==> src/sv/sobet_pkg.sv <==
// Package for the Sobel edge threshold stream: widths, register indexes,
// luma weights and the types passed between the front end, queue and back end.
// No dependencies.
package sobet_pkg;

	// Line store geometry
	localparam int MAX_WIDTH = 2048;
	localparam int COL_W     = $clog2(MAX_WIDTH);
	localparam int ROW_W     = 16;

	// Configuration registers
	localparam int THR_W      = 12;
	localparam int IMG_W_W    = 12;
	localparam int IMG_H_W    = 16;
	localparam int CFG_DATA_W = 16;
	localparam int CFG_IDX_W  = 2;
	localparam logic [CFG_IDX_W-1:0] REG_THRESHOLD    = 2'd0;
	localparam logic [CFG_IDX_W-1:0] REG_IMAGE_WIDTH  = 2'd1;
	localparam logic [CFG_IDX_W-1:0] REG_IMAGE_HEIGHT = 2'd2;
	localparam logic [THR_W-1:0]   THRESHOLD_RST    = 12'd100;
	localparam logic [IMG_W_W-1:0] IMAGE_WIDTH_RST  = 12'd640;
	localparam logic [IMG_H_W-1:0] IMAGE_HEIGHT_RST = 16'd480;

	// Squared magnitude and squared threshold
	localparam int MAG_W = 22;
	localparam logic [MAG_W-1:0] THR_SQ_RST = 22'd10000;

	// Luma weights, 16 fraction bits
	localparam int LUMA_ACC_W = 24;
	localparam logic [15:0] LUMA_R = 16'd13933;
	localparam logic [15:0] LUMA_G = 16'd46871;
	localparam logic [15:0] LUMA_B = 16'd4732;

	// Queue between front and back end
	localparam int QUEUE_DEPTH = 4;
	localparam int QPTR_W      = $clog2(QUEUE_DEPTH);

	// Border position flags of one pixel
	typedef struct packed {
		logic r_ge1;
		logic r_ge2;
		logic c_ge1;
		logic c_ge2;
		logic last_col;
		logic last_row;
	} pos_flags_t;

	// One window snapshot: luma of all nine taps, alpha of the lower right four
	typedef struct packed {
		logic [2:0][2:0][7:0] lum;
		logic [1:0][1:0][7:0] alpha;
		logic [ROW_W-1:0]     row;
		logic [COL_W-1:0]     col;
		pos_flags_t           flags;
	} win_entry_t;

endpackage

==> src/sv/sobet_back.sv <==
// Back end: walks the results of each window snapshot, computes the Sobel
// gradients and the threshold test, holds the output register. Uses sobet_pkg.
module sobet_back (
	input  logic                          clk,
	input  logic                          arst_n,
	input  sobet_pkg::win_entry_t         head,
	input  logic                          empty,
	output logic                          pop,
	input  logic                          thr_neg,
	input  logic [sobet_pkg::MAG_W-1:0]   thr_sq,
	output logic                          out_valid,
	input  logic                          out_ready,
	output logic [7:0]                    edge_res,
	output logic [7:0]                    alpha_out,
	output logic [sobet_pkg::COL_W-1:0]   out_col,
	output logic [sobet_pkg::ROW_W-1:0]   out_row,
	output logic                          last_of_run
);

	logic [3:0]                 mask, used_q, pending, pick, rest;
	logic                       bottom, right, b0_go, emit, b1_ready, b2_ready;
	logic [2:0][1:0]            rsel, csel;
	logic [2:0][2:0][7:0]       lsel;
	logic [9:0]                 sum_r, sum_l, sum_b, sum_t;
	logic signed [10:0]         gx, gy, gx_s1, gy_s1;
	logic [7:0]                 alpha_s1;
	logic [sobet_pkg::COL_W-1:0] col_s1;
	logic [sobet_pkg::ROW_W-1:0] row_s1;
	logic                       valid_s1, last_s1, out_valid_q;
	logic signed [21:0]         gx2, gy2;
	logic [sobet_pkg::MAG_W-1:0] mag;

	// result order: top left, top right, bottom left, bottom right
	assign mask[0] = head.flags.r_ge1 && head.flags.c_ge1;
	assign mask[1] = head.flags.r_ge1 && head.flags.last_col;
	assign mask[2] = head.flags.last_row && head.flags.c_ge1;
	assign mask[3] = head.flags.last_row && head.flags.last_col;
	assign pending = mask & ~used_q;
	assign pick    = pending & (~pending + 4'd1);
	assign rest    = pending & ~pick;
	assign bottom  = pick[2] || pick[3];
	assign right   = pick[1] || pick[3];

	assign b2_ready = !out_valid_q || out_ready;
	assign b1_ready = !valid_s1 || b2_ready;
	assign b0_go    = !empty && b1_ready;
	assign emit     = b0_go && (pending != '0);
	assign pop      = b0_go && (rest == '0);

	// results already sent for the head entry
	always_ff @(posedge clk or negedge arst_n) begin
		if (!arst_n) begin
			used_q <= '0;
		end else if (b0_go) begin
			used_q <= (rest == '0) ? '0 : (used_q | pick);
		end
	end

	// border mapping of window rows and columns (repeated edge)
	always_comb begin
		if (!bottom) begin
			rsel = head.flags.r_ge2 ? {2'd2, 2'd1, 2'd0} : {2'd2, 2'd1, 2'd1};
		end else begin
			rsel = head.flags.r_ge1 ? {2'd2, 2'd2, 2'd1} : {2'd2, 2'd2, 2'd2};
		end
		if (!right) begin
			csel = head.flags.c_ge2 ? {2'd2, 2'd1, 2'd0} : {2'd2, 2'd1, 2'd1};
		end else begin
			csel = head.flags.c_ge1 ? {2'd2, 2'd2, 2'd1} : {2'd2, 2'd2, 2'd2};
		end
		for (int d = 0; d < 3; d++) begin
			for (int e = 0; e < 3; e++) begin
				lsel[d][e] = head.lum[rsel[d]][csel[e]];
			end
		end
	end

	// Sobel sums
	assign sum_r = 10'(lsel[0][2]) + {1'b0, lsel[1][2], 1'b0} + 10'(lsel[2][2]);
	assign sum_l = 10'(lsel[0][0]) + {1'b0, lsel[1][0], 1'b0} + 10'(lsel[2][0]);
	assign sum_b = 10'(lsel[2][0]) + {1'b0, lsel[2][1], 1'b0} + 10'(lsel[2][2]);
	assign sum_t = 10'(lsel[0][0]) + {1'b0, lsel[0][1], 1'b0} + 10'(lsel[0][2]);
	assign gx    = $signed({1'b0, sum_r}) - $signed({1'b0, sum_l});
	assign gy    = $signed({1'b0, sum_b}) - $signed({1'b0, sum_t});

	// gradient stage
	always_ff @(posedge clk or negedge arst_n) begin
		if (!arst_n) begin
			valid_s1 <= 1'b0;
		end else if (b1_ready) begin
			valid_s1 <= emit;
		end
	end

	always_ff @(posedge clk) begin
		if (b1_ready && emit) begin
			gx_s1    <= gx;
			gy_s1    <= gy;
			alpha_s1 <= head.alpha[bottom][right];
			col_s1   <= right ? head.col : head.col - 1'b1;
			row_s1   <= bottom ? head.row : head.row - 1'b1;
			last_s1  <= rest == '0;
		end
	end

	// magnitude and threshold
	assign gx2 = gx_s1 * gx_s1;
	assign gy2 = gy_s1 * gy_s1;
	assign mag = sobet_pkg::MAG_W'(gx2) + sobet_pkg::MAG_W'(gy2);

	// output register
	always_ff @(posedge clk or negedge arst_n) begin
		if (!arst_n) begin
			out_valid_q <= 1'b0;
		end else if (b2_ready) begin
			out_valid_q <= valid_s1;
		end
	end

	always_ff @(posedge clk) begin
		if (b2_ready && valid_s1) begin
			edge_res    <= (thr_neg || (mag > thr_sq)) ? 8'hFF : 8'h00;
			alpha_out   <= alpha_s1;
			out_col     <= col_s1;
			out_row     <= row_s1;
			last_of_run <= last_s1;
		end
	end

	assign out_valid = out_valid_q;

`ifndef SYNTH
	a_pick_onehot: assert property (@(posedge clk) disable iff (!arst_n)
		!empty |-> $onehot0(pick))
		else $error("more than one result picked");
`endif

endmodule

==> config.mk <==
export PLATFORM = sky130hd
export DESIGN_NAME = sobet_back
export DESIGN_NICKNAME = d
export VERILOG_FILES = /design/src/sv/sobet_pkg.sv /design/src/sv/sobet_back.sv
export SDC_FILE = /design/constraint.sdc
export NUM_CORES = 1
export LEC_CHECK = 0
export ABC_AREA = 1
export BUFFER_PORTS_ARGS = -buffer_cell sky130_fd_sc_hd__buf_2
export CORE_MARGIN = 2
export CORE_UTILIZATION = 55
export CTS_CLUSTER_DIAMETER = 50
export DETAILED_ROUTE_END_ITERATION = 10
export PLACE_DENSITY = 0.76
export SETUP_SLACK_MARGIN = 0.4
export SLEW_MARGIN = 10
export SYNTH_ARGS = -nofsm -noshare
export SYNTH_HDL_FRONTEND = slang
export SYNTH_SLANG_ARGS = --single-unit
==> constraint.sdc <==
create_clock -name clk -period 7.9 [get_ports clk]
set_clock_uncertainty 0.2 [all_clocks]
set_input_delay 1.185 -clock clk [delete_from_list [all_inputs] [get_ports clk]]
set_output_delay 1.185 -clock clk [all_outputs]
set_load 0.05 [all_outputs]
==> results list, run 1 <==
- Result of the run: finished, final reports clean
- Global router's overall resource usage: 0.264
- The most used flip-flop cell after synthesis is edfxtp_1.
* Final critical path time including I/O delays and setup: 7300 ps
- Worst Hold Endpoint: alpha_out[7]
- Final cycle utilization of the critical path: 0.924
* Initial antenna violation count: 1
- Counting every instance in the synthesized netlist gives 2114.
- Each instance of the synthesized netlist takes up on average 8.43 sq um.
- In this run, synthesis produced a sequential element count of 101.
* Setup repair after global routing missed its margin: false
- The total area inside the core boundary comes to 31700 sq um.
- Once layout is done, the placed cells without fillers occupy 20100 sq um.
- Max Cap Violations: 0
- The highest layer touched by signal routing is met4.
* Post-DP HPWL: 36.1 mm
- Measured along the y axis, the die boundary spans 184 microns.
* Largest net degree at the start of global routing: 59
- Layout net count: 2940
- Final count of hold timing violations: 0
* Post-synthesis instance area: 17800 sq um
- Final estimated routing congestion in global placement: 0.969
- Worst flop-to-flop path endpoint: edge_res[6]
* Post-synth EDFFs: 95
* Crit path top cell by count: fa_1
* Die Width: 184 microns
- The worst setup path is launched from a register.
- Wire segments on met3 add up to 2.76 mm in the final route.
- Data required time of the worst path: 7820 ps
- Share of async-settable or async-resettable flops after synthesis: 0.0594
- After clock tree synthesis, the clock-pin slew on the worst setup and hold paths is 80 ps.
* Sequential area share after synthesis: 0.168
* Hold Path Stages: 0
- Final Max Tran Viols: 0
- For the pin with the worst max-slew slack, the measured transition is 751 ps.
* Origin of the critical flop-to-flop path: gx_s1[10]
- The number of cells on the worst reg-to-reg path is 28.
- Clock tree synthesis selected as its root buffer the cell clkbuf_16.
* Clock latency reported for the late side of the worst-skew pair: 360 ps
* Routed Wire Length: 43.9 mm
- Clock tree from TritonCTS: yes
- Summed over all nets, wire length on met2 after detailed routing comes to 22.3 mm.
* Num ports: 210
- 1st-iter DRT viols: 973
* Final setup vio count: 0
* TritonCTS buffer count: 9
- Port buffering added 209 buffers.
* Slowest Stage Delay on Critical Path: 570 ps
- STA classifies the critical path endpoint as a register.
* Placed inst area: 19200 sq um
* Library cells used by synthesis: 58
- Relative to the synthesized area, the layout overhead comes to 12.5%.
* Post-Syn Nets: 2709
* Detailed-routing wirelength on met1: 17.7 mm
- Vias per cell: 5.23
- For the final routed database, the setup TNS stands at 0 ps.
* Non-filler instance count after layout: 2753
* Category of the critical setup timing path: register to register
- The worst hold path begins at alpha_s1[7].
- For this block, the via count after detailed routing is 14400.
- CTS max path bufs: 2
* Number of placement rows: 65
- In this run the remaining antenna-violating nets after routing total 0.
- Along the worst path, the maximum fanout reaches 6.
- The largest individual stage delay along the critical path comes from the cell fa_1.
* Die Outline Area: 33900 sq um
- Share of final-layout standard cells stronger than drive strength 1: 0.162
* First-pass GRT wire length: 71.5 mm
- In this run the tightest slew margin relative to its limit is 0.499.
- For this run the aggregate overflow at the end of global routing stands at 0.
- Synth warn: 0
- Residual DRC: 0
- The number of global-route vias before repair was 14800.
- Clk sink count: 101
- Initial core utilization: 0.562
* CP Data Arrival Time: 7230 ps
* Routed wirelength normalized by instance count: 16.0 microns
- Top achievable clock speed: 137 MHz
- Min-delay worst type: register to register
- For this run, the detailed router's first-pass iteration total came to 5.
* Register-to-register setup slack: 600 ps
- # H-tree levels: 3
- Once placement completed, the tool counted placed cells totaling 2682.
-- worst max path at each step --
stage               from          end  slack, ps  cells after the start
2_1_floorplan   gx_s1[3]  edge_res[6]        950                     30
3_3_place_gp   gy_s1[10]  edge_res[6]        440                     32
3_5_place_dp   gy_s1[10]  edge_res[6]        310                     32
4_1_cts         gx_s1[3]  edge_res[6]        490                     28
5_1_grt        gy_s1[10]  edge_res[6]        330                     33
6_report       gx_s1[10]  edge_res[6]        600                     28
-- sequential cells by signal, indices dropped and copies added, names as in the netlist, 8 cells and up --
name / cells
gy_s1: 11
alpha_s1: 8
out_row: 16
gx_s1: 11
alpha_out: 8
col_s1: 11
out_col: 11
row_s1: 16
-- area by class of cell --
type / instances / area, sq um
multi-input combinational: 1362 / 12400
fill: 2624 / 11700
sequential: 101 / 3000
inverter: 588 / 2230
timing repair buffer: 283 / 1630
tap: 402 / 503
clock buffer: 9 / 225
clock inverter: 7 / 81.3
antenna: 1 / 2.50
-- logic make-up after synthesis --
family,count (synthesis),share of synthesized area
buffers and inverters,651,0.146
AOI/OAI and AO/OA,203,0.0667
and+or+nand+nor,666,0.161
xor gates and xnor gates,62,0.0305
adders and majority gates,431,0.427
DFF,101,0.168
-- worst max-delay path: cells and delay by family, from the launching register on --
family | cells | cell delay, ps
AOI/OAI and AO/OA | 2 | 350
xor gates and xnor gates | 1 | 150
DFF | 1 | 470
buffers and inverters | 7 | 600
and+or+nand+nor | 9 | 1180
adders and majority gates | 9 | 4130
-- cells in the mapped netlist (2+ instances only) --
| cell type | number | area, sq um |
|---|---|---|
| a21o_1 | 7 | 52.6 |
| a21oi_1 | 54 | 270 |
| a21oi_2 | 5 | 43.8 |
| a31oi_1 | 5 | 31.3 |
| buf_2 | 14 | 70.1 |
| buf_4 | 12 | 90.1 |
| buf_6 | 10 | 113 |
| clkbuf_1 | 25 | 93.8 |
| dfrtp_1 | 6 | 150 |
| edfxtp_1 | 95 | 2850 |
| fa_1 | 296 | 5930 |
| ha_1 | 135 | 1690 |
| inv_1 | 583 | 2190 |
| inv_2 | 3 | 11.3 |
| nand2_1 | 401 | 1510 |
| nand2_2 | 5 | 31.3 |
| nand2_4 | 3 | 33.8 |
| nand2_8 | 2 | 40.0 |
| nand3_1 | 88 | 440 |
| nand3_2 | 3 | 30.0 |
| nand3b_1 | 7 | 52.6 |
| nand4_1 | 11 | 68.8 |
| nor2_1 | 115 | 432 |
| nor2_2 | 5 | 31.3 |
| nor2_4 | 3 | 33.8 |
| nor3_1 | 11 | 55.1 |
| nor4_1 | 2 | 12.5 |
| o211ai_1 | 15 | 113 |
| o21ai_0 | 73 | 365 |
| o21ai_1 | 15 | 75.1 |
| o21ai_2 | 2 | 17.5 |
| o22ai_1 | 14 | 87.6 |
| or2_2 | 4 | 25.0 |
| xnor2_1 | 20 | 175 |
| xor2_1 | 42 | 368 |
-- what timing repair did --
item                       CTS  global route
resized for setup            0            42
pin swaps                    0             8
hold buffers                 0             0
setup endpoints to repair    1             1
setup buffers                3            51
-- placed cells by master (no fill, tap or decap), drive strengths merged, types with 6 or more instances in the layout --
master and count:
inv 591, nand2 411, fa 296, buf 282, ha 135, nor2 124, edfxtp 95, nand3 92
o21ai 91, a21oi 60, xor2 42, xnor2 20, o211ai 15, o22ai 15, nand4 11, nor3 11
clkbuf 10, a21o 7, nand3b 7, dfrtp 6, a31oi 6
-- per-layer routing --
metal | vias up | track usage
met1 | 6940 | 0.340
li1 | 6801 | -
met3 | 92 | 0.0303
met5 | - | 0
met2 | 578 | 0.470
met4 | 0 | 0.0800
-- through the flow --
step | hold WS [ps] | setup slack, ps | utilization
6_report | 209 | 597 | 0.632
3_3_place_gp | 201 | 441 | 0.604
3_5_place_dp | 205 | 314 | 0.604
2_1_floorplan | 200 | 947 | -
5_1_grt | 217 | 334 | 0.632
4_1_cts | 213 | 485 | 0.614
Power of run 1 is not shown: default switching activity piles up to over one toggle a cycle in this logic, so the estimate is an artifact.
==> run 2: changes to the inputs <==
--- a/config.mk
+++ b/config.mk
@@ -7,7 +7,8 @@
 export LEC_CHECK = 0
 export ABC_AREA = 1
 export BUFFER_PORTS_ARGS = -buffer_cell sky130_fd_sc_hd__buf_2
-export CORE_MARGIN = 2
+export CORE_ASPECT_RATIO = 1.1
+export CORE_MARGIN = 3
 export CORE_UTILIZATION = 55
 export CTS_CLUSTER_DIAMETER = 50
 export DETAILED_ROUTE_END_ITERATION = 10
==> run 2 against run 1 <==
Effect of this change:
- global-route usage fell by 0.94 points
- via count fell by 0.51%
- design area rose by 0.16%
- sequential share of layout area barely moved
- die area rose by 2.2%
- critical endpoint unchanged
- highest routed layer unchanged
==> results list, run 2 (synthesis gave the netlist of run 1 again) <==
- For the worst setup path, the data required time is 7820 ps.
- In the final timing run, aggregate negative setup slack is 0 ps.
- The floorplan step defined a die boundary enclosing 34600 sq um.
* Min-delay worst type: register to register
* Clock tree from TritonCTS: yes
* DIE HEIGHT: 195 microns
- Area of the core: 31700 sq um
- Remaining number of nets flagged by the antenna check after routing: 0
* First-pass GRT wire length: 71.1 mm
- For this run, the total global-route usage over all layers was measured as 0.255.
* Die Width: 178 microns
- STA puts the critical path data arrival time at 7240 ps.
* CTS max path bufs: 2
* Final cycle utilization of the critical path: 0.927
* Final Max Tran Viols: 0
- Setup repair after global routing missed its margin: false
* Category of the critical setup timing path: register to register
- Initial core utilization: 0.563
- From synthesis to final layout, the design area changed by 12.7%.
- Clk sink count: 101
- Final estimated routing congestion in global placement: 0.961
* Count of port buffers added during placement: 209
- Final critical path time including I/O delays and setup: 7320 ps
- # H-tree levels: 3
* Final count of hold timing violations: 0
- Vias per cell: 5.16
- Critical-path maximum fanout: 9
- The number of clock buffers added by TritonCTS is 9.
* Transition time at the pin with the least slew margin: 788 ps
- The cell sitting at the root of the clock tree is a clkbuf_16.
- Entering global routing, the biggest net connects 59 pins.
- FILL cells: 2609
- Registers with the most flip-flops: out_row (16), row_s1 (16)
- Timing would allow up to 137 MHz.
- Number of placement rows: 68
* Residual overflow from global routing: 0
- Result of the run: finished, final reports clean
- Max-cap violations in this run came to 0.
- 1st-iter DRT viols: 890
* Layout net count: 2945
- Pin placement for this block handled 210 I/O pins.
* Crit path top cell by count: fa_1
- Residual DRC: 0
- The detailed router placed 14300 vias in this run.
- CP Capture Type: register
* Kind of launch point of the worst setup path: register
- Share of final-layout standard cells stronger than drive strength 1: 0.164
- The library cell used most frequently in the layout, excluding fill and tap cells, is inv_1.
- Hold buffers post-CTS: 0
* Routed wirelength normalized by instance count: 15.9 microns
- For the worst-skew pair, the clock arrives at the later sink with an insertion delay of 350 ps.
* Final setup vio count: 0
- After legalization and detailed placement, the total HPWL measured 36.9 mm.
* Vias in the first global route: 14700
- Top library cells by usage in the layout, fill and taps aside: inv_1, nand2_1, fa_1
- Initial antenna violation count: 3
- The largest single stage delay on the critical path is 520 ps.
- The first TritonRoute pass finished after 5 iterations.
- Routed Wire Length: 44.1 mm
- Max-slew headroom at the worst pin: 0.473
* Clock slew at reported path FFs: 80 ps
- The slowest stage of the critical path is the fa_1 cell.
[run 2: layout make-up]
type	count	area [sq um]	area share
Antenna cell	3	7.51	0.000374
Clock buffer	10	229	0.0114
Clock inverter	6	56.3	0.00280
Inverter	588	2230	0.111
Multi-Input combinational cell	1362	12400	0.617
Sequential cell	101	3000	0.149
Tap cell	420	526	0.0262
Timing Repair Buffer	288	1640	0.0818
[run 2: worst max-delay path: cells and delay by family (launching register included)]
kind / cells / cell delay [ps]
fa+ha+maj: 9 / 4000
buf+inv: 6 / 590
simple gates: 8 / 1160
compound gates: 4 / 550
flops: 1 / 410
xor+xnor: 1 / 170
[run 2: final timing paths]
| check | to | start | slack (ps) | cells past startpoint |
|---|---|---|---|---|
| hold reg to reg | out_row[7] | row_s1[7] | 210 | 0 |
| min in group asynchronous | out_valid | arst_n | 450 | 1 |
| setup reg to reg | edge_res[6] | gy_s1[10] | 580 | 28 |
| setup / recovery | edge_res[6] | gy_s1[10] | 580 | 28 |
| max in group asynchronous | used_q[1] | arst_n | 6910 | 1 |
| hold / removal | out_row[7] | row_s1[7] | 210 | 0 |
[run 2: repair_timing]
| item | 4_1_cts | 5_1_grt |
|---|---|---|
| gates resized for setup | 1 | 44 |
| pin swaps | 0 | 10 |
| gates cloned | 0 | 0 |
| setup buffers | 2 | 60 |
| setup endpoints to repair | 1 | 1 |
[run 2: metal layers]
layer  vias up  global-route usage  wire, microns
li1       6819                   -              -
met1      6847               0.322          17000
met2       572               0.451          22700
met3       100              0.0305           2780
met4         0              0.0893           1550
met5         -                   0              0
[run 2: stage by stage]
step | cells | util | worst slack, ps | cell area, sq um | hold WS [ps]
after global routing | 2778 | 0.635 | 333 | 20100 | 226
after CTS | 2715 | 0.615 | 436 | 19500 | 215
after detailed placement | 2697 | 0.605 | 425 | 19200 | 205
after floorplan | 2114 | - | 947 | 17800 | 200
final | 2778 | 0.635 | 579 | 20100 | 212
after global placement | 2697 | 0.605 | 468 | 19200 | 201
Power of run 2 is left out for the same reason.
