==> config.mk <==
export PLATFORM = sky130hd
export DESIGN_NAME = sobet_fifo
export DESIGN_NICKNAME = d
export VERILOG_FILES = /design/src/sv/sobet_pkg.sv /design/src/sv/sobet_fifo.sv
export SDC_FILE = /design/constraint.sdc
export NUM_CORES = 1
export LEC_CHECK = 0
export BUFFER_PORTS_ARGS = -buffer_cell sky130_fd_sc_hd__buf_4
export CAP_MARGIN = 0
export CORE_MARGIN = 3
export CORE_UTILIZATION = 25
export DETAILED_ROUTE_END_ITERATION = 8
export PLACE_DENSITY_LB_ADDON = 0.12
export SYNTH_ARGS = -nofsm -noshare
export SYNTH_HDL_FRONTEND = slang
export SYNTH_SLANG_ARGS = --single-unit
==> constraint.sdc <==
create_clock -name clk -period 6.23 [get_ports clk]
set_input_delay 0.623 -clock clk [delete_from_list [all_inputs] [get_ports clk]]
set_output_delay 0.623 -clock clk [all_outputs]
set_load 0.1 [all_outputs]
==> src/sv/sobet_pkg.sv <==
// Package for the Sobel edge threshold stream: widths, register indexes,
// luma weights and the types passed between the front end, queue and back end.
// No dependencies.
package sobet_pkg;

	// Line store geometry
	localparam int MAX_WIDTH = 2048;
	localparam int COL_W     = $clog2(MAX_WIDTH);
	localparam int ROW_W     = 16;

	// Configuration registers
	localparam int THR_W      = 12;
	localparam int IMG_W_W    = 12;
	localparam int IMG_H_W    = 16;
	localparam int CFG_DATA_W = 16;
	localparam int CFG_IDX_W  = 2;
	localparam logic [CFG_IDX_W-1:0] REG_THRESHOLD    = 2'd0;
	localparam logic [CFG_IDX_W-1:0] REG_IMAGE_WIDTH  = 2'd1;
	localparam logic [CFG_IDX_W-1:0] REG_IMAGE_HEIGHT = 2'd2;
	localparam logic [THR_W-1:0]   THRESHOLD_RST    = 12'd100;
	localparam logic [IMG_W_W-1:0] IMAGE_WIDTH_RST  = 12'd640;
	localparam logic [IMG_H_W-1:0] IMAGE_HEIGHT_RST = 16'd480;

	// Squared magnitude and squared threshold
	localparam int MAG_W = 22;
	localparam logic [MAG_W-1:0] THR_SQ_RST = 22'd10000;

	// Luma weights, 16 fraction bits
	localparam int LUMA_ACC_W = 24;
	localparam logic [15:0] LUMA_R = 16'd13933;
	localparam logic [15:0] LUMA_G = 16'd46871;
	localparam logic [15:0] LUMA_B = 16'd4732;

	// Queue between front and back end
	localparam int QUEUE_DEPTH = 4;
	localparam int QPTR_W      = $clog2(QUEUE_DEPTH);

	// Border position flags of one pixel
	typedef struct packed {
		logic r_ge1;
		logic r_ge2;
		logic c_ge1;
		logic c_ge2;
		logic last_col;
		logic last_row;
	} pos_flags_t;

	// One window snapshot: luma of all nine taps, alpha of the lower right four
	typedef struct packed {
		logic [2:0][2:0][7:0] lum;
		logic [1:0][1:0][7:0] alpha;
		logic [ROW_W-1:0]     row;
		logic [COL_W-1:0]     col;
		pos_flags_t           flags;
	} win_entry_t;

endpackage

==> src/sv/sobet_fifo.sv <==
// Short queue of window snapshots between front and back end.
// Uses sobet_pkg.
module sobet_fifo (
	input  logic                  clk,
	input  logic                  arst_n,
	input  logic                  push,
	input  sobet_pkg::win_entry_t push_data,
	output logic                  full,
	input  logic                  pop,
	output sobet_pkg::win_entry_t head,
	output logic                  empty
);

	sobet_pkg::win_entry_t         entry_q [sobet_pkg::QUEUE_DEPTH];
	logic [sobet_pkg::QPTR_W-1:0]  wr_ptr_q, rd_ptr_q;
	logic [sobet_pkg::QPTR_W:0]    count_q;

	assign full  = count_q == (sobet_pkg::QPTR_W+1)'(sobet_pkg::QUEUE_DEPTH);
	assign empty = count_q == '0;
	assign head  = entry_q[rd_ptr_q];

	// pointers and fill count
	always_ff @(posedge clk or negedge arst_n) begin
		if (!arst_n) begin
			wr_ptr_q <= '0;
			rd_ptr_q <= '0;
			count_q  <= '0;
		end else begin
			if (push) begin
				wr_ptr_q <= wr_ptr_q + 1'b1;
			end
			if (pop) begin
				rd_ptr_q <= rd_ptr_q + 1'b1;
			end
			if (push && !pop) begin
				count_q <= count_q + 1'b1;
			end else if (pop && !push) begin
				count_q <= count_q - 1'b1;
			end
		end
	end

	// storage
	always_ff @(posedge clk) begin
		if (push) begin
			entry_q[wr_ptr_q] <= push_data;
		end
	end

`ifndef SYNTH
	a_no_overflow: assert property (@(posedge clk) disable iff (!arst_n) push |-> !full)
		else $error("queue push while full");
	a_no_underflow: assert property (@(posedge clk) disable iff (!arst_n) pop |-> !empty)
		else $error("queue pop while empty");
`endif

endmodule

==> load_flow_metrics.sql, run 1 <==
INSERT INTO impl_metrics (metric_group, metric, value, unit) VALUES
('status', 'outcome', 'finished, final reports clean', ''),
('routing', 'wirelength', '47400', 'µm'),
('timing', 'worst_clock_skew', '16.0', 'ps'),
('routing', 'via_to_cell_ratio', '4.14', ''),
('routing', 'drt_iter0_markers', '437', ''),
('timing', 'worst_pin_slew', '996', 'ps'),
('critical_path', 'max_stage_delay', '760', 'ps'),
('floorplanning', 'initial_core_util', '25.4', '%'),
('clock_tree', 'cts_resized', '0', ''),
('critical_path', 'worstPathCellList', 'buf_4, mux4_2, buf_4', ''),
('timing', 'final.period_utilization', '51.7', '%'),
('floorplanning', 'die_w', '290', 'µm'),
('global_route', 'grt_use_total', '11.2', '%'),
('critical_path', 'critPathKind', 'reg2out', ''),
('yosys', 'post_synth_num_cell_types', '19', ''),
('floorplanning', 'die_h', '290', 'µm'),
('clock_tree', 'clkLatencyLatePin', '580', 'ps'),
('timing', 'worst_hold_slack', '236', 'ps'),
('placed_design', 'finalWeightedCongestion', '0.646', ''),
('yosys', 'synthMostInstantiatedCell', 'edfxtp_1', ''),
('routing', 'detail_route.drc_violations', '0', ''),
('critical_path', 'start_kind', 'register', ''),
('timing', 'slew-limit-headroom', '33.6', '%'),
('timing', 'setup_violations', '0', ''),
('hold_path', 'classification_of_the_worst_slack_hold_path', 'in2reg', ''),
('clock_tree', 'cts.sinks', '555', ''),
('critical_path', 'critical_path.endpoint_type', 'output pin', ''),
('critical_path', 'critical_path_required', '5610', 'ps'),
('timing', 'unrepaired_setup_endpoints_after_global_routing', 'no', ''),
('routing', 'route.antenna.remaining_nets', '0', ''),
('yosys', 'synth_top_area_share', '81.6', '%'),
('yosys', 'synth-async-reset-ratio', '1.26', '%'),
('yosys', 'syn_area_per_cell', '26.9', 'µm²'),
('global_route', 'first_global_vias', '10200', ''),
('floorplanning', 'rows', '103', ''),
('clock_tree', 'worst_setup_hold_path_clk_slew', '60', 'ps'),
('critical_path', 'worstPathArrival', '2600', 'ps'),
('timing', 'post-route-min-period', '3220', 'ps'),
('timing', 'top_achievable_clock_speed', '311', 'MHz'),
('yosys', 'synth_sequential_area_ratio', '82.5', '%'),
('routing', 'drt-wirelength-per-cell', '21.8', 'µm'),
('timing', 'finalMaxSlewViolations', '0', ''),
('clock_tree', 'cts_inserted_buffers', '66', ''),
('global_route', 'grt_first_pass_wirelength', '69800', 'µm'),
('critical_path', 'critical-path-top-delay-family', 'buffers and inverters', ''),
('placed_design', 'hpwl', '26500', 'µm'),
('timing', 'fin_tns_setup', '0', 'ps'),
('timing', 'fin_hold_viols', '0', ''),
('yosys', 'synth-edff-count', '548', ''),
('critical_path', 'worst_path_most_repeated_cell', 'buf_4', ''),
('run', 'maxCapViolations', '0', ''),
('yosys', 'synth_fp_nets', '897', ''),
('yosys', 'synth_top_cells_by_area', 'edfxtp_1, mux4_2, dfrtp_1', ''),
('clock_tree', 'h-tree-depth', '3', ''),
('layout', 'final_layout_size_suffix_gt1_share', '46.2', '%'),
('clock_tree', 'clock_tree.buffer_depth', '3', ''),
('clock_tree', 'cts-root-buf', 'clkbuf_16', ''),
('yosys', 'synthesis.yosys.warnings', '0', ''),
('layout', 'nNetsFinal', '1226', ''),
('routing', 'via_count', '8997', ''),
('yosys', 'synth_flop_cell', 'edfxtp_1', ''),
('layout', 'area_growth_syn_to_layout', '26.3', '%'),
('yosys', 'synthDominantAreaCellType', 'edfxtp_1', ''),
('clock_tree', 'tritoncts', 'yes', ''),
('routing', 'drt-pass1-iter-count', '4', ''),
('placed_design', 'number_of_port_buffers', '279', ''),
('critical_path', 'critPathBufInv', '2', ''),
('layout', 'num-fill-cells', '7673', ''),
('global_route', 'grt_max_degree', '85', ''),
('global_route', 'grt.overflow.total', '0', ''),
('yosys', 'mappedNetlistArea', '0.0202', 'mm²'),
('yosys', 'synthTopCellsByCount', 'edfxtp_1, mux4_2, buf_2', ''),
('global_route', 'antenna_found_initial', '6', ''),
('critical_path', 'worst-r2r-setup-slack', '3720', 'ps'),
('critical_path', 'critical_path_peak_fanout', '54', ''),
('floorplanning', 'ios', '280', ''),
('floorplanning', 'fp.coreArea', '0.0794', 'mm²'),
('yosys', 'netlist_instances', '750', ''),
('critical_path', 'critPathSlowestCell', 'buf_4', ''),
('clock_tree', 'post-cts-setup-buffer-count', '0', ''),
('yosys', 'postSynthRegisterBits', '555', ''),
('floorplanning', 'dieArea', '0.0841', 'mm²');
## cell families (layout without fill, tap and decap cells)
kind of cell | Yosys count | after routing | synth area share (%)
XOR/XNOR | 6 | 6 | 0.261
AO/OA/AOI/OAI | 1 | 1 | 0.0248
adder cells (fa/ha/maj) | 6 | 6 | 0.410
other | 0 | 5 | 0
buffers and inverters | 35 | 402 | 1.23
multiplexers | 138 | 138 | 15.4
AND/OR/NAND/NOR | 9 | 9 | 0.242
flip-flops | 555 | 555 | 82.5
## what timing repair did
item | 4_1_cts | 5_1_grt
endpoints found under the hold margin | 7 | 0
setup endpoints to repair | 0 | 0
hold buffers | 1 | 0
## routing by layer
layer / vias to the layer above / GRT usage, % / part of all wire, %
li1: 3918 / - / -
met2: 241 / 18.1 / 48
met5: - / 0 / 0.021
met3: 84 / 3.92 / 7.0
met4: 2 / 4.11 / 3.0
met1: 4752 / 14.0 / 42
## through the flow
step	instances	utilization (%)	cell area (µm²)	setup slack, ps
floorplan	750	-	20200	1960
global placement	2060	29.6	23500	3500
detailed placement	2060	29.6	23500	3490
CTS	2167	32.1	25400	2850
global route	2167	32.1	25400	2840
finish	2172	32.1	25500	3010
## worst paths after layout
kind | start | to | cells after the start
min in group asynchronous | arst_n | count_q[2] | 2
max | rd_ptr_q[1] | head[48] | 3
min | push_data[2] | entry_q[3][2] | 1
max in group asynchronous | arst_n | rd_ptr_q[1] | 2
max reg2reg | wr_ptr_q[1] | entry_q[1][132] | 4
min reg2reg | count_q[2] | count_q[2] | 1
## worst reg2reg max path, delay by kind of cell, from the launching register on
| kind | cells | cell delay, ps |
|---|---|---|
| buffers and inverters | 2 | 750 |
| and+or+nand+nor | 1 | 700 |
| adders and majority gates | 1 | 150 |
| DFF | 1 | 400 |
## cell usage in the layout (no fill, tap or decap), types with 4 or more instances in the layout
cell type	count
and2_4	4
buf_12	6
buf_4	285
clkbuf_1	10
clkbuf_16	67
clkinv_1	15
clkinv_2	6
dfrtp_1	5
diode_2	5
edfxtp_1	548
ha_1	5
inv_1	4
mux4_2	137
xor2_1	4
## area by class of cell
class | count | area (µm²) | share of cell area [%]
Clock inverter | 29 | 201 | 0.791
Tap cell | 1050 | 1310 | 5.16
Inverter | 4 | 15.0 | 0.0590
Clock buffer | 77 | 1710 | 6.73
Antenna cell | 5 | 12.5 | 0.0491
Multi-Input combinational cell | 160 | 3300 | 12.9
Timing Repair Buffer | 292 | 2270 | 8.91
Sequential cell | 555 | 16600 | 65.3
## flip-flops by register name, summed over array words and instances, names as in the netlist
| name | flops |
|---|---|
| rd_ptr_q | 2 |
| wr_ptr_q | 2 |
| count_q | 3 |
| entry_q | 548 |
Power of run 1 is left out: the tool's default activity adds up to more than one toggle a clock period on the data nets, which glitch-free logic cannot reach.
==> inputs of run 2 (changes only) <==
clock period = 2.7 ns   (was 6.23 ns; I/O delays follow)
==> load_flow_metrics.sql, run 2 (synthesis results as in run 1) <==
INSERT INTO impl_metrics (metric_group, metric, value, unit) VALUES
('timing', 'finalMaxSlewViolations', '0', ''),
('floorplanning', 'rows', '103', ''),
('global_route', 'grt_use_total', '11.2', '%'),
('clock_tree', 'clkLatencyLatePin', '600', 'ps'),
('critical_path', 'critical_path_required', '2430', 'ps'),
('critical_path', 'critical_path.endpoint_type', 'output pin', ''),
('critical_path', 'critPathSlowestCell', 'mux4_2', ''),
('layout', 'final-seq-area', '0.0166', 'mm²'),
('hold_path', 'classification_of_the_worst_slack_hold_path', 'in2async', ''),
('placed_design', 'hpwl', '29200', 'µm'),
('layout', 'largest_register_ffs', '548', ''),
('timing', 'worst_pin_slew', '410', 'ps'),
('layout', 'top_regs', 'entry_q x548, count_q x3', ''),
('floorplanning', 'fp.coreArea', '0.0794', 'mm²'),
('critical_path', 'worstPathArrival', '2290', 'ps'),
('routing', 'drt_iter0_markers', '404', ''),
('critical_path', 'number_of_gates_on_the_worst_path_with_buffers_counted', '4', ''),
('layout', 'area_growth_syn_to_layout', '35.8', '%'),
('global_route', 'grt_first_pass_wirelength', '71300', 'µm'),
('critical_path', 'max_stage_delay', '570', 'ps'),
('layout', 'num-fill-cells', '7531', ''),
('routing', 'via_to_cell_ratio', '4.09', ''),
('critical_path', 'critPathBufInv', '3', ''),
('critical_path', 'worst-r2r-setup-slack', '930', 'ps'),
('global_route', 'first_global_vias', '11000', ''),
('routing', 'drt-pass1-iter-count', '4', ''),
('floorplanning', 'die_w', '290', 'µm'),
('global_route', 'grt_max_degree', '52', ''),
('global_route', 'grt.overflow.total', '0', ''),
('layout', 'largest-register', 'entry_q', ''),
('global_route', 'antenna_found_initial', '1', ''),
('layout', 'final_layout_size_suffix_gt1_share', '43.0', '%'),
('layout', 'layout_commonest_cell', 'edfxtp_1', ''),
('routing', 'route.antenna.remaining_nets', '0', ''),
('routing', 'detail_route.drc_violations', '0', ''),
('critical_path', 'critical-path-top-delay-family', 'buffers and inverters', ''),
('timing', 'post-route-min-period', '2560', 'ps'),
('critical_path', 'timing.critical_path.from', 'rd_ptr_q[0]', ''),
('clock_tree', 'cts.sinks', '555', ''),
('critical_path', 'crit_path_end', 'head[24]', ''),
('timing', 'fin_tns_setup', '0', 'ps'),
('floorplanning', 'dieArea', '0.0841', 'mm²'),
('clock_tree', 'tritoncts', 'yes', ''),
('timing', 'unrepaired_setup_endpoints_after_global_routing', 'no', ''),
('critical_path', 'critPathKind', 'reg2out', ''),
('timing', 'fin_hold_viols', '0', ''),
('placed_design', 'finalWeightedCongestion', '0.661', ''),
('floorplanning', 'initial_core_util', '25.4', '%'),
('layout', 'mostFrequentLayoutCells', 'edfxtp_1, buf_4, dlygate4sd3_1', ''),
('critical_path', 'timing.reg2reg.worst_path_depth', '5', ''),
('critical_path', 'timing.rr.end', 'entry_q[0][128]', ''),
('critical_path', 'worstPathCellList', 'buf_12, buf_12, mux4_2, buf_4', ''),
('floorplanning', 'ios', '280', ''),
('timing', 'worst_clock_skew', '13.7', 'ps'),
('clock_tree', 'clock_tree.buffer_depth', '3', ''),
('clock_tree', 'h-tree-depth', '2', ''),
('status', 'outcome', 'finished, final reports clean', ''),
('clock_tree', 'cts_inserted_buffers', '61', ''),
('floorplanning', 'die_h', '290', 'µm'),
('clock_tree', 'cts-root-buf', 'clkbuf_16', ''),
('clock_tree', 'worst_setup_hold_path_clk_slew', '50', 'ps'),
('critical_path', 'regToRegStartpoint', 'wr_ptr_q[0]', ''),
('layout', 'multiInputGateArea', '0.00331', 'mm²'),
('timing', 'slew-limit-headroom', '72.6', '%'),
('critical_path', 'critical_path_peak_fanout', '16', ''),
('placed_design', 'number_of_port_buffers', '279', ''),
('timing', 'setup_violations', '0', ''),
('layout', 'antenna-diode-count', '0', ''),
('timing', 'top_achievable_clock_speed', '391', 'MHz'),
('routing', 'wirelength', '47200', 'µm'),
('routing', 'drt-wirelength-per-cell', '20.1', 'µm'),
('critical_path', 'worst_path_most_repeated_cell', 'buf_12', ''),
('timing', 'final.period_utilization', '94.6', '%'),
('routing', 'via_count', '9626', ''),
('run', 'maxCapViolations', '0', ''),
('layout', 'nNetsFinal', '1405', ''),
('critical_path', 'start_kind', 'register', '');
-- run 2: changes by cell type in the layout (fill, tap and decap cells not counted), moves of 4 or more --
cell and change:
buf_12 +15, buf_4 +24, buf_6 +4, clkbuf_1 +6
clkbuf_16 -4, diode_2 -5, dlygate4sd3_1 +139
-- run 2: worst min path at each step --
stage / endpoint / depth (start not counted) / slack, ps / startpoint
6_report: count_q[1] / 2 / 60 / arst_n
3_3_place_gp: count_q[2] / 1 / 100 / arst_n
3_5_place_dp: count_q[2] / 1 / 90 / arst_n
4_1_cts: count_q[2] / 2 / 3 / arst_n
5_1_grt: rd_ptr_q[1] / 2 / 30 / arst_n
2_1_floorplan: count_q[0] / 0 / -30 / arst_n
-- run 2: through the flow --
stage	instance area, µm²	utilization [%]	setup slack [ps]	std cells	hold WS (ps)
2_1_floorplan	20200	-	40.1	750	-25.6
3_3_place_gp	24000	30.2	573	2093	97.1
3_5_place_dp	24000	30.2	570	2093	91.5
4_1_cts	27300	34.4	2.38	2343	3.43
5_1_grt	27400	34.5	32.0	2351	25.6
6_report	27400	34.5	145	2351	57.9
-- run 2: metal layers --
| metal | vias to the layer above | track usage [%] | wire length [µm] |
|---|---|---|---|
| li1 | 4270 | - | - |
| met1 | 5058 | 13.4 | 18800 |
| met2 | 224 | 19.8 | 24700 |
| met3 | 72 | 2.97 | 2530 |
| met4 | 2 | 3.31 | 1170 |
| met5 | - | 0 | 9 |
-- run 2: timing repair --
action / in CTS / in global routing
buffers inserted: 3 / 8
endpoints found under the setup margin: 57 / 1
endpoints found under the hold margin: 559 / 0
hold buffers: 140 / 0
gates cloned: 1 / 0
resized for setup: 5 / 0
-- run 2: worst register-to-register path, stage by stage, from the launching register on --
cell     delay (ps)
dfrtp_1         420
inv_1           100
ha_1            150
and2_4          310
buf_12          240
buf_4           250
-- run 2: final cells by class --
class,count,share of cell area [%]
Sequential cell,555,60.8
Timing Repair Buffer,476,15.5
Multi-Input combinational cell,160,12.1
Clock buffer,79,5.98
Tap cell,1050,4.80
Clock inverter,27,0.836
Inverter,4,0.0548
Power of run 2 is left out for the same reason.
==> inputs of run 3 (changes only) <==
--- a/config.mk
+++ b/config.mk
@@ -8,4 +8,5 @@
 export BUFFER_PORTS_ARGS = -buffer_cell sky130_fd_sc_hd__buf_4
 export CAP_MARGIN = 0
+export CORE_ASPECT_RATIO = 0.9
 export CORE_MARGIN = 3
 export CORE_UTILIZATION = 25
==> constraint.sdc (replaced) <==
create_clock -name clk -period 2.7 [get_ports clk]
set_input_delay 0.27 -clock clk [delete_from_list [all_inputs] [get_ports clk]]
set_output_delay 0.27 -clock clk [all_outputs]
set_load 0.01 [all_outputs]
==> load_flow_metrics.sql, run 3 (synthesis results as in run 1) <==
INSERT INTO impl_metrics (metric_group, metric, value, unit) VALUES
('placed_design', 'placed_cells', '2083', ''),
('global_route', 'grt_first_pass_wirelength', '69800', 'µm'),
('clock_tree', 'h-tree-depth', '2', ''),
('run', 'maxCapViolations', '0', ''),
('layout', 'final_layout_size_suffix_gt1_share', '42.1', '%'),
('critical_path', 'critical_path.endpoint_type', 'output pin', ''),
('layout', 'final_cell_count_no_fill', '2338', ''),
('routing', 'via_count', '9620', ''),
('floorplanning', 'dieArea', '0.0841', 'mm²'),
('critical_path', 'critical_path_peak_fanout', '21', ''),
('hold_path', 'classification_of_the_worst_slack_hold_path', 'in2reg', ''),
('critical_path', 'critPathSlowestCell', 'mux4_2', ''),
('placed_design', 'hpwl', '28700', 'µm'),
('critical_path', 'worstPathArrival', '2270', 'ps'),
('routing', 'drt_iter0_markers', '404', ''),
('status', 'outcome', 'finished, final reports clean', ''),
('critical_path', 'max_stage_delay', '520', 'ps'),
('critical_path', 'crit_path_end', 'head[9]', ''),
('critical_path', 'critical_path_required', '2430', 'ps'),
('critical_path', 'critPathKind', 'reg2out', ''),
('routing', 'drt-pass1-iter-count', '4', ''),
('critical_path', 'timing.critical_path.from', 'rd_ptr_q[0]', ''),
('critical_path', 'timing.reg2reg.worst_path_depth', '4', ''),
('timing', 'unrepaired_setup_endpoints_after_global_routing', 'no', ''),
('clock_tree', 'cts-root-buf', 'clkbuf_16', ''),
('clock_tree', 'clkLatencyLatePin', '610', 'ps'),
('clock_tree', 'cts_resized', '0', ''),
('placed_design', 'finalWeightedCongestion', '0.650', ''),
('routing', 'drt-wirelength-per-cell', '20.2', 'µm'),
('floorplanning', 'die_w', '305', 'µm'),
('timing', 'fin_hold_viols', '0', ''),
('layout', 'largest-register', 'entry_q', ''),
('timing', 'setup_violations', '0', ''),
('critical_path', 'regToRegStartpoint', 'wr_ptr_q[0]', ''),
('critical_path', 'number_of_gates_on_the_worst_path_with_buffers_counted', '4', ''),
('floorplanning', 'ios', '280', ''),
('critical_path', 'timing.rr.end', 'entry_q[2][7]', ''),
('critical_path', 'worst_path_most_repeated_cell', 'buf_4', ''),
('routing', 'route.antenna.remaining_nets', '0', ''),
('global_route', 'first_global_vias', '10800', ''),
('global_route', 'grt.overflow.total', '0', ''),
('timing', 'final.period_utilization', '93.9', '%'),
('layout', 'area_growth_syn_to_layout', '34.7', '%'),
('layout', 'layout_commonest_cell', 'edfxtp_1', ''),
('clock_tree', 'clock_tree.buffer_depth', '3', ''),
('clock_tree', 'cts_inserted_buffers', '61', ''),
('timing', 'worst_pin_slew', '601', 'ps'),
('critical_path', 'start_kind', 'register', ''),
('timing', 'slew-limit-headroom', '60.0', '%'),
('timing', 'finalMaxSlewViolations', '0', ''),
('floorplanning', 'die_h', '275', 'µm'),
('global_route', 'antenna_found_initial', '2', ''),
('floorplanning', 'initial_core_util', '25.3', '%'),
('routing', 'detail_route.drc_violations', '0', ''),
('clock_tree', 'cts.sinks', '555', ''),
('clock_tree', 'worst_setup_hold_path_clk_slew', '60', 'ps'),
('layout', 'mostFrequentLayoutCells', 'edfxtp_1, buf_4, dlygate4sd3_1', ''),
('layout', 'top_regs', 'entry_q x548, count_q x3', ''),
('layout', 'largest_register_ffs', '548', ''),
('floorplanning', 'fp.coreArea', '0.0797', 'mm²'),
('pwr', 'p_leak', '0.00921', 'µW'),
('critical_path', 'critPathBufInv', '3', ''),
('routing', 'via_to_cell_ratio', '4.11', ''),
('timing', 'top_achievable_clock_speed', '394', 'MHz'),
('global_route', 'grt_max_degree', '82', ''),
('layout', 'nNetsFinal', '1385', ''),
('pwr', 'power_density', '1050', 'mW/mm²'),
('timing', 'worst_clock_skew', '16.9', 'ps'),
('pwr', 'worst_ir_drop_vdd', '0.000535', 'V'),
('global_route', 'grt_use_total', '11.1', '%'),
('critical_path', 'worstPathCellList', 'buf_12, buf_4, mux4_2, buf_4', ''),
('timing', 'fin_tns_setup', '0', 'ps'),
('routing', 'wirelength', '47200', 'µm'),
('timing', 'post-route-min-period', '2540', 'ps'),
('critical_path', 'worst-r2r-setup-slack', '930', 'ps'),
('floorplanning', 'rows', '98', ''),
('clock_tree', 'tritoncts', 'yes', ''),
('placed_design', 'number_of_port_buffers', '279', ''),
('critical_path', 'critical-path-top-delay-family', 'buffers and inverters', '');
-- run 3: per-stage QoR --
stage	util (%)	power, µW	hold slack, ps	cell area, µm²	worst slack [ps]
floorplan	-	16700	-25.6	20200	40.1
global placement	29.9	21200	113	23800	761
detailed placement	29.9	21200	112	23800	752
CTS	34.1	29500	345	27200	65.7
global route	34.1	30300	369	27200	15.8
finish	34.1	28600	397	27200	164
-- run 3: area by class of cell --
class                      count  area (µm²)
tap                         1050        1310
clock inverter                34         273
timing repair buffer         456        3990
multi-input combinational    160        3300
fill                        7634       52500
clock buffer                  77        1630
inverter                       4        15.0
sequential                   555       16600
antenna                        2        5.00
-- run 3: how the worst min path moves through the flow --
stage | end | depth (start not counted) | startpoint | slack (ps)
2_1_floorplan | count_q[0] | 0 | arst_n | -30
3_3_place_gp | count_q[2] | 1 | arst_n | 110
3_5_place_dp | count_q[2] | 1 | arst_n | 110
4_1_cts | entry_q[0][117] | 2 | push_data[117] | 350
5_1_grt | entry_q[3][125] | 2 | push_data[125] | 370
6_report | entry_q[0][117] | 2 | push_data[117] | 400
-- run 3: where the power goes --
group / switching (µW) / total, µW / internal, µW
clock: 3250 / 7870 / 4620
sequential: 398 / 11700 / 11300
combinational: 4570 / 9120 / 4550
-- run 3: metal layers --
metal | part of all wire, % | global-route usage (%)
met1 | 44 | 14.4
met2 | 48 | 18.1
met3 | 6.5 | 3.32
met4 | 2.0 | 2.83
met5 | 0 | 0
-- run 3: what timing repair did --
| action | 4_1_cts | 5_1_grt |
|---|---|---|
| endpoints found under the setup margin | 0 | 0 |
| hold buffers | 142 | 0 |
| buffers inserted | 0 | 0 |
| hold endpoints to repair | 559 | 0 |
No activity file was read; power rests on OpenSTA's default activity.
